<file path="src/ctsfb_pkg.sv">
// ----------------------------------------------------------------------------
// ctsfb_pkg
// Shared constants and types of the change-triggered sensor frame builder.
// ----------------------------------------------------------------------------
`default_nettype none

package ctsfb_pkg;

	// number of 16-bit readings checked side by side
	localparam int NUM_LANES = 4;

	// CRC-16 (reflected, init all ones)
	localparam logic [15:0] CRC_INIT = 16'hFFFF;
	localparam logic [15:0] CRC_POLY = 16'hA001;

	// group type bytes
	localparam logic [7:0] TYPE_INTEGER = 8'h02;
	localparam logic [7:0] TYPE_BOOLEAN = 8'h01;

	// percent scale of the change test
	localparam int PERCENT_SCALE = 100;

	// configuration register indexes
	localparam logic [1:0] REG_NODE_ID  = 2'd0;
	localparam logic [1:0] REG_DELTA    = 2'd1;
	localparam logic [1:0] REG_INTERVAL = 2'd2;

	localparam logic [15:0] INTERVAL_RESET = 16'd15;

	// contents of one report frame, handed to the framer
	typedef struct packed {
		logic [7:0]                  node_id;
		logic [NUM_LANES-1:0][15:0] values;
		logic                        digital_input;
		logic                        motion_value;
		logic                        motion_valid;
		logic                        vibration_value;
	} frame_req_t;

endpackage

`default_nettype wire

</file>
<file path="src/ctsfb_lane.sv">
// ----------------------------------------------------------------------------
// ctsfb_lane
// One reading channel: keeps the reference and tests the percent change.
// ----------------------------------------------------------------------------
`default_nettype none

module ctsfb_lane (
	input  wire logic        clk,
	input  wire logic        arst_n,
	input  wire logic        calc,        // current reading is valid, form products
	input  wire logic        commit,      // decision cycle, update the reference
	input  wire logic        load_first,  // first item: reference taken from reading
	input  wire logic [3:0]  delta,
	input  wire logic [15:0] cur,
	output logic             changed
);

	logic [15:0] ref_q;
	logic [15:0] eff_ref;
	logic [15:0] diff;
	logic [22:0] lhs_c;
	logic [20:0] rhs_c;
	logic [22:0] lhs_s1;
	logic [20:0] rhs_s1;
	logic        zero_s1;

	// |pct| > d  <=>  |ref-cur|*100 >= (d+1)*cur, cur nonzero
	assign eff_ref = load_first ? cur : ref_q;
	assign diff    = (eff_ref >= cur) ? (eff_ref - cur) : (cur - eff_ref);
	assign lhs_c   = 23'(diff) * 23'(ctsfb_pkg::PERCENT_SCALE);
	assign rhs_c   = 21'({1'b0, delta} + 5'd1) * 21'(cur);

	// product registers
	always_ff @(posedge clk) begin
		if (calc) begin
			lhs_s1  <= lhs_c;
			rhs_s1  <= rhs_c;
			zero_s1 <= (cur == 16'd0);
		end
	end

	assign changed = (delta != 4'd0) && (zero_s1 || (lhs_s1 >= {2'b00, rhs_s1}));

	// reference update
	always_ff @(posedge clk or negedge arst_n) begin
		if (!arst_n) begin
			ref_q <= 16'd0;
		end else if (commit && (load_first || changed)) begin
			ref_q <= cur;
		end
	end

endmodule

`default_nettype wire

</file>
<file path="src/ctsfb_framer.sv">
// ----------------------------------------------------------------------------
// ctsfb_framer
// Serializes one report frame byte by byte and appends the CRC.
// ----------------------------------------------------------------------------
`default_nettype none

module ctsfb_framer (
	input  wire logic                  clk,
	input  wire logic                  arst_n,
	input  wire logic                  start,
	input  wire ctsfb_pkg::frame_req_t req,
	output logic                       busy,
	output logic                       m_tvalid,
	input  wire logic                  m_tready,
	output logic [7:0]                 m_tdata,   // [7:0] frame_byte
	output logic                       m_tlast    // frame_last
);

	localparam logic [1:0] PH_ID     = 2'd0;
	localparam logic [1:0] PH_GROUP  = 2'd1;
	localparam logic [1:0] PH_CRC_HI = 2'd2;
	localparam logic [1:0] PH_CRC_LO = 2'd3;

	localparam logic [2:0] GRP_DIGITAL = 3'd4;
	localparam logic [2:0] GRP_MOTION  = 3'd5;
	localparam logic [2:0] GRP_VIB     = 3'd6;
	localparam logic [2:0] SUB_LAST    = 3'd4;

	ctsfb_pkg::frame_req_t req_q;
	logic [1:0]  phase_q;
	logic [2:0]  group_q;
	logic [2:0]  sub_q;
	logic [15:0] crc_q;
	logic        busy_q;
	logic        valid_q;
	logic [7:0]  data_q;
	logic        last_q;

	logic        advance;
	logic [7:0]  byte_c;
	logic [15:0] value_c;
	logic [7:0]  type_c;
	logic        is_data;

	function automatic logic [15:0] crc_feed(input logic [15:0] c_in, input logic [7:0] b);
		logic [15:0] c;
		c = c_in ^ {8'h00, b};
		for (int i = 0; i < 8; i++) begin
			c = c[0] ? ((c >> 1) ^ ctsfb_pkg::CRC_POLY) : (c >> 1);
		end
		return c;
	endfunction

	assign advance = busy_q && (!valid_q || m_tready);

	// group value and type
	always_comb begin
		if (group_q < GRP_DIGITAL) begin
			value_c = req_q.values[group_q[1:0]];
			type_c  = ctsfb_pkg::TYPE_INTEGER;
		end else begin
			type_c = ctsfb_pkg::TYPE_BOOLEAN;
			unique case (group_q)
				GRP_DIGITAL: value_c = {15'd0, req_q.digital_input};
				GRP_MOTION:  value_c = {15'd0, req_q.motion_value};
				default:     value_c = {15'd0, req_q.vibration_value};
			endcase
		end
	end

	// byte select
	always_comb begin
		is_data = 1'b0;
		byte_c  = 8'h00;
		unique case (phase_q)
			PH_ID: begin
				is_data = 1'b1;
				byte_c  = req_q.node_id;
			end
			PH_GROUP: begin
				is_data = 1'b1;
				unique case (sub_q)
					3'd0:    byte_c = 8'h00;
					3'd1:    byte_c = {5'd0, group_q} + 8'd1;
					3'd2:    byte_c = value_c[15:8];
					3'd3:    byte_c = value_c[7:0];
					default: byte_c = type_c;
				endcase
			end
			PH_CRC_HI: byte_c = crc_q[15:8];
			default:   byte_c = crc_q[7:0];
		endcase
	end

	// sequencer
	always_ff @(posedge clk or negedge arst_n) begin
		if (!arst_n) begin
			busy_q  <= 1'b0;
			phase_q <= PH_ID;
			group_q <= 3'd0;
			sub_q   <= 3'd0;
			crc_q   <= ctsfb_pkg::CRC_INIT;
		end else if (start) begin
			busy_q  <= 1'b1;
			phase_q <= PH_ID;
			group_q <= 3'd0;
			sub_q   <= 3'd0;
			crc_q   <= ctsfb_pkg::CRC_INIT;
		end else if (advance) begin
			if (is_data) begin
				crc_q <= crc_feed(crc_q, byte_c);
			end
			unique case (phase_q)
				PH_ID: phase_q <= PH_GROUP;
				PH_GROUP: begin
					if (sub_q == SUB_LAST) begin
						sub_q <= 3'd0;
						if (group_q == GRP_VIB) begin
							phase_q <= PH_CRC_HI;
						end else if (group_q == GRP_DIGITAL && !req_q.motion_valid) begin
							group_q <= GRP_VIB;  // motion group left out
						end else begin
							group_q <= group_q + 3'd1;
						end
					end else begin
						sub_q <= sub_q + 3'd1;
					end
				end
				PH_CRC_HI: phase_q <= PH_CRC_LO;
				default: begin
					busy_q <= 1'b0;
					crc_q  <= ctsfb_pkg::CRC_INIT;
				end
			endcase
		end
	end

	// request payload capture
	always_ff @(posedge clk) begin
		if (start) begin
			req_q <= req;
		end
	end

	// output register
	always_ff @(posedge clk or negedge arst_n) begin
		if (!arst_n) begin
			valid_q <= 1'b0;
		end else if (advance) begin
			valid_q <= 1'b1;
		end else if (m_tready) begin
			valid_q <= 1'b0;
		end
	end

	always_ff @(posedge clk) begin
		if (advance) begin
			data_q <= byte_c;
			last_q <= (phase_q == PH_CRC_LO);
		end
	end

	assign busy     = busy_q;
	assign m_tvalid = valid_q;
	assign m_tdata  = data_q;
	assign m_tlast  = last_q;

endmodule

`default_nettype wire

</file>
<file path="src/change_triggered_sensor_frame_builder.sv">
// ----------------------------------------------------------------------------
// change_triggered_sensor_frame_builder
// Compares four readings against stored references in parallel lanes and
// emits a CRC-protected report frame when a change, a timeout or the first
// item calls for it.
// ----------------------------------------------------------------------------
//  channel  | direction | handshake          | payload
//  s_*      | in        | s_tvalid/s_tready  | tdata readings+flags+minute, tuser motion_valid
//  m_*      | out       | m_tvalid/m_tready  | tdata frame_byte, tlast frame_last
//  cfg_*    | in        | cfg_we             | cfg_index, cfg_data
//
// An item passes through capture, lane products and decision. A reporting
// item then sends 33 or 38 frame bytes, one per cycle while m_tready is
// high; the next request is taken once the framer is idle while the final
// byte may still wait in the output register. Reset clears references and
// the last report minute and arms the first-item report. m_tready low holds
// the framer.
// ----------------------------------------------------------------------------
`default_nettype none

module change_triggered_sensor_frame_builder (
	input  wire logic        clk,
	input  wire logic        arst_n,
	input  wire logic        s_tvalid,
	output logic             s_tready,
	// [15:0] temperature_value, [31:16] humidity_value, [47:32] light_value,
	// [63:48] carbon_dioxide_value, [64] digital_input, [65] motion_value,
	// [66] vibration_value, [82:67] now_minutes, [87:83] zero
	input  wire logic [87:0] s_tdata,
	input  wire logic        s_tuser,   // [0] motion_valid
	output logic             m_tvalid,
	input  wire logic        m_tready,
	output logic [7:0]       m_tdata,   // [7:0] frame_byte
	output logic             m_tlast,   // frame_last
	input  wire logic        cfg_we,
	input  wire logic [1:0]  cfg_index,
	input  wire logic [15:0] cfg_data
);

	localparam logic [1:0] ST_IDLE   = 2'd0;
	localparam logic [1:0] ST_CALC   = 2'd1;
	localparam logic [1:0] ST_DECIDE = 2'd2;

	logic [1:0]  state_q;
	logic [7:0]  node_id_q;
	logic [3:0]  delta_q;
	logic [15:0] interval_q;
	logic        first_q;
	logic [15:0] last_rep_q;

	logic [ctsfb_pkg::NUM_LANES-1:0][15:0] cur_q;
	logic        dig_q;
	logic        mot_q;
	logic        mot_ok_q;
	logic        vib_q;
	logic [15:0] now_q;

	logic        accept;
	logic        fr_busy;
	logic [ctsfb_pkg::NUM_LANES-1:0] lane_changed;
	logic [15:0] elapsed;
	logic        report;
	logic        commit;
	ctsfb_pkg::frame_req_t frame_req;

	assign s_tready = (state_q == ST_IDLE) && !fr_busy;
	assign accept   = s_tvalid && s_tready;
	assign commit   = (state_q == ST_DECIDE);

	// configuration registers
	always_ff @(posedge clk or negedge arst_n) begin
		if (!arst_n) begin
			node_id_q  <= 8'd0;
			delta_q    <= 4'd0;
			interval_q <= ctsfb_pkg::INTERVAL_RESET;
		end else if (cfg_we) begin
			unique case (cfg_index)
				ctsfb_pkg::REG_NODE_ID:  node_id_q  <= cfg_data[7:0];
				ctsfb_pkg::REG_DELTA:    delta_q    <= cfg_data[3:0];
				ctsfb_pkg::REG_INTERVAL: interval_q <= cfg_data;
				default: ;
			endcase
		end
	end

	// input capture
	always_ff @(posedge clk) begin
		if (accept) begin
			cur_q[0] <= s_tdata[15:0];
			cur_q[1] <= s_tdata[31:16];
			cur_q[2] <= s_tdata[47:32];
			cur_q[3] <= s_tdata[63:48];
			dig_q    <= s_tdata[64];
			mot_q    <= s_tdata[65];
			vib_q    <= s_tdata[66];
			now_q    <= s_tdata[82:67];
			mot_ok_q <= s_tuser;
		end
	end

	// change-detect lanes
	for (genvar g = 0; g < ctsfb_pkg::NUM_LANES; g++) begin : g_lane
		ctsfb_lane u_lane (
			.clk        (clk),
			.arst_n     (arst_n),
			.calc       (state_q == ST_CALC),
			.commit     (commit),
			.load_first (first_q),
			.delta      (delta_q),
			.cur        (cur_q[g]),
			.changed    (lane_changed[g])
		);
	end

	// merge: any lane change, timeout or first item
	assign elapsed = now_q - last_rep_q;
	assign report  = first_q || (|lane_changed) || (elapsed > interval_q);

	// control
	always_ff @(posedge clk or negedge arst_n) begin
		if (!arst_n) begin
			state_q    <= ST_IDLE;
			first_q    <= 1'b1;
			last_rep_q <= 16'd0;
		end else begin
			unique case (state_q)
				ST_IDLE: begin
					if (accept) begin
						state_q <= ST_CALC;
					end
				end
				ST_CALC: state_q <= ST_DECIDE;
				ST_DECIDE: begin
					state_q <= ST_IDLE;
					first_q <= 1'b0;
					if (report) begin
						last_rep_q <= now_q;
					end
				end
				default: state_q <= ST_IDLE;
			endcase
		end
	end

	// frame request
	always_comb begin
		frame_req.node_id         = node_id_q;
		frame_req.values          = cur_q;
		frame_req.digital_input   = dig_q;
		frame_req.motion_value    = mot_q;
		frame_req.motion_valid    = mot_ok_q;
		frame_req.vibration_value = vib_q;
	end

	ctsfb_framer u_framer (
		.clk      (clk),
		.arst_n   (arst_n),
		.start    (commit && report),
		.req      (frame_req),
		.busy     (fr_busy),
		.m_tvalid (m_tvalid),
		.m_tready (m_tready),
		.m_tdata  (m_tdata),
		.m_tlast  (m_tlast)
	);

endmodule

`default_nettype wire

</file>
<file path="config.mk">
export PLATFORM = sky130hd
export DESIGN_NAME = change_triggered_sensor_frame_builder
export DESIGN_NICKNAME = d
export VERILOG_FILES = /design/src/ctsfb_pkg.sv /design/src/ctsfb_lane.sv /design/src/ctsfb_framer.sv /design/src/change_triggered_sensor_frame_builder.sv
export SDC_FILE = /design/constraint.sdc
export NUM_CORES = 2
export LEC_CHECK = 0
export BUFFER_PORTS_ARGS = -buffer_cell sky130_fd_sc_hd__buf_2
export CAP_MARGIN = 20
export CORE_ASPECT_RATIO = 1.1
export CORE_MARGIN = 4
export CORE_UTILIZATION = 61
export CTS_CLUSTER_DIAMETER = 200
export DETAILED_ROUTE_END_ITERATION = 10
export PLACE_DENSITY = 0.78
export SETUP_SLACK_MARGIN = 0.3
export SYNTH_ARGS = -nofsm -noshare
export SYNTH_HDL_FRONTEND = slang
export SYNTH_SLANG_ARGS = --single-unit
</file>
<file path="constraint.sdc">
create_clock -name clk -period 12.3 [get_ports clk]
set_input_delay 2.46 -clock clk [delete_from_list [all_inputs] [get_ports clk]]
set_output_delay 2.46 -clock clk [all_outputs]
set_load 0.02 [all_outputs]
</file>
==> results.toml <==
[worst_setup_path]
crit_arrival_ps = 9440
cp-end-kind = "register"
crit_type = "register to register"
cp-start-kind = "register"
critPathMaxFanout = 40
worstPathRequired_ps = 12670

[cts]
cts_tree = "done"
cts_hold_buffers = 0
clk_path_buf_depth = 3
htreeDepth = 2
insertion_delay_ps = 620
cts_resized = 0
cts_root_buf = "clkbuf_16"
post_cts_buffers = 0
path_clk_slew_ps = 60
cts_made_buffers = 51
cts.sinks = 478

[die]
floorplan.initialDensity = 0.619
die_width_um = 256
dieArea_mm2 = 0.0720
die_height_um = 281
ios = 123
placementRows = 99
core-area_mm2 = 0.0668

[cells_and_area]
drive_gt1_frac = 0.0946
n_antenna_cell = 0
register_area_mm2 = 0.0137
fillers = 5066
utilization = 0.668
area_delta_synth_final_pct = 7.76
final_nets = 5005
multi_input_comb_area_mm2 = 0.0249
final_cells = 5003
final_cell_mix = "inv_1 (616), ha_1 (572), edfxtp_1 (341)"
final_common_cell = "inv_1"

[synth]
synth_warnings = 0
ys_types = 87
synth-seq-cells = 478
yosysSeqAreaShare = 0.331
netlist_instances = 4026
synth-xor-area-share = 0.0497
avgSynthCellArea_um2 = 10.3
synth_compound_area_frac = 0.112
yosys.area_share.simple = 0.100
async_flop_share = 0.287
syn_nets = 4929
syn_area_mm2 = 0.0414
synth_enable_flop_cells = 341
synth_top_family_by_area = "adder cells"
synthAdderAreaFrac = 0.279
synth-main-ff-cell = "edfxtp_1"
synth_mux_area_frac = 0.0598

[global_routing]
grt_pass1_wl_um = 155000
grt_pass1_vias = 30000
grt_max_degree = 92
antenna_found_initial = 0
grt_usage = 0.265
gr-total-overflow = 0

[detailed_routing]
wl_per_cell_um = 19.0
first_iter_violations = 2038
via_count = 29300
via_per_inst = 5.86
wl_um = 95200
drtAntennaViolNets = 0
drt_pre_antenna_iters = 6
drc = 0

[timing]
rsz0062_at_grt = "false"
period_minus_slack_ps = 9070
hold_viol = 0
clock.fmax_mhz = 110
maxSlewHeadroom = 0.335
worst_pin_slew_ps = 992
skew_ps = 22.6
timing.final.max_slew_violations = 0
min_period_over_period = 0.737
setup_viol = 0
tns_ps = 0

[place]
hpwl_um = 71300
io_buffers = 117
placedCellCount = 4903
place.gp.congestion = 0.912

[worst_hold_path]
hold_class = "register to register"

[job]
drv_cap = 0

[outcome]
outcome = "finished, final reports clean"
-- state kept, by name (all words and copies together), names as in the netlist, 2 cells and up --
signal                 count
last_rep_q                16
u_framer.m_tdata           8
g_lane.u_lane.zero_s1      4
now_q                     16
node_id_q                  8
g_lane.u_lane.lhs_s1      84
u_framer.crc_q            16
g_lane.u_lane.rhs_s1      84
u_framer.req_q            76
u_framer.group_q           3
u_framer.sub_q             3
u_framer.phase_q           2
state_q                    2
g_lane.u_lane.ref_q       64
interval_q                16
delta_q                    4
cur_q                     64
-- synthesized netlist by cell type (33+ instances only) --
| cell | count | area (um^2) |
|---|---|---|
| a21oi_1 | 204 | 1020 |
| nor2_1 | 184 | 691 |
| xor2_1 | 63 | 552 |
| o21bai_1 | 46 | 345 |
| clkbuf_1 | 96 | 360 |
| edfxtp_1 | 341 | 10200 |
| nand2_1 | 278 | 1040 |
| a21o_1 | 82 | 616 |
| fa_1 | 218 | 4360 |
| inv_1 | 616 | 2310 |
| mux2_2 | 100 | 1130 |
| nor2b_1 | 45 | 282 |
| and2_1 | 125 | 782 |
| nand3_1 | 50 | 250 |
| nor3_1 | 66 | 330 |
| mux2i_1 | 101 | 1010 |
| dfrtp_1 | 116 | 2900 |
| xnor2_1 | 169 | 1480 |
| ha_1 | 573 | 7170 |
| o21a_1 | 33 | 248 |
| o21ai_0 | 130 | 651 |
-- logic make-up (layout without fill, tap and decap cells) --
logic type,Yosys count,in the layout
XOR/XNOR,233,233
buffers and inverters,741,860
multiplexers,215,215
AND/OR/NAND/NOR,860,860
flip-flops,478,478
AO/OA/AOI/OAI,708,708
adder cells (fa/ha/maj),791,791
-- critical path, stage by stage (launching register included) --
cell       delay (ps)
dfstp_4          1100
buf_4             600
mux2i_1           310
inv_1              70
ha_1              530
nand2_1           120
o21ai_0           320
a311oi_1          100
o21ai_0           370
nand2_1           670
mux2i_1           370
o21ai_0           160
nand2_1           170
inv_1              70
a221oi_1          630
xnor2_1           160
ha_1              320
ha_1              270
inv_1              40
fa_1              470
inv_1              40
ha_1              310
o21a_1            140
o31a_1            260
o41ai_1           670
o2111ai_1         220
a21oi_1           210
xnor2_1            80
-- path summary, 6_finish.rpt --
check	from	endpoint	slack (ps)	cells past startpoint
max in group asynchronous	arst_n	g_lane[3].u_lane.ref_q[15]	9020	2
worst max register to register	first_q	g_lane[2].u_lane.lhs_s1[22]	3230	27
worst max-delay path	first_q	g_lane[2].u_lane.lhs_s1[22]	3230	27
min in group asynchronous	arst_n	last_rep_q[1]	1940	1
worst min register to register	vib_q	u_framer.req_q[0]	440	0
worst min-delay path	vib_q	u_framer.req_q[0]	440	0
-- stage by stage --
stage	hold WS, ps	area, um^2	setup WS, ps
after floorplan	400	41400	3580
after global placement	404	42800	3590
after detailed placement	408	42800	3390
after CTS	434	44500	3360
after global routing	450	44600	2820
final	437	44600	3230
-- per-layer routing --
metal	vias up	share of wire	GRT usage	routed length (um)
met4	0	0.033	0.0861	3180
li1	13900	-	-	-
met5	-	0	0	0
met3	177	0.061	0.0371	5770
met2	858	0.49	0.469	47000
met1	14300	0.41	0.339	39200
-- cell type report --
class                   instances  area share
clock buffers                  67      0.0323
clock inverters                29     0.00677
inverters                     618      0.0520
multi-input cells            2807       0.559
flip-flops and latches        478       0.307
well taps                     858      0.0241
repair buffers                146      0.0188
Power is not shown: default switching activity piles up to over one toggle a cycle in this logic, so the estimate is an artifact.
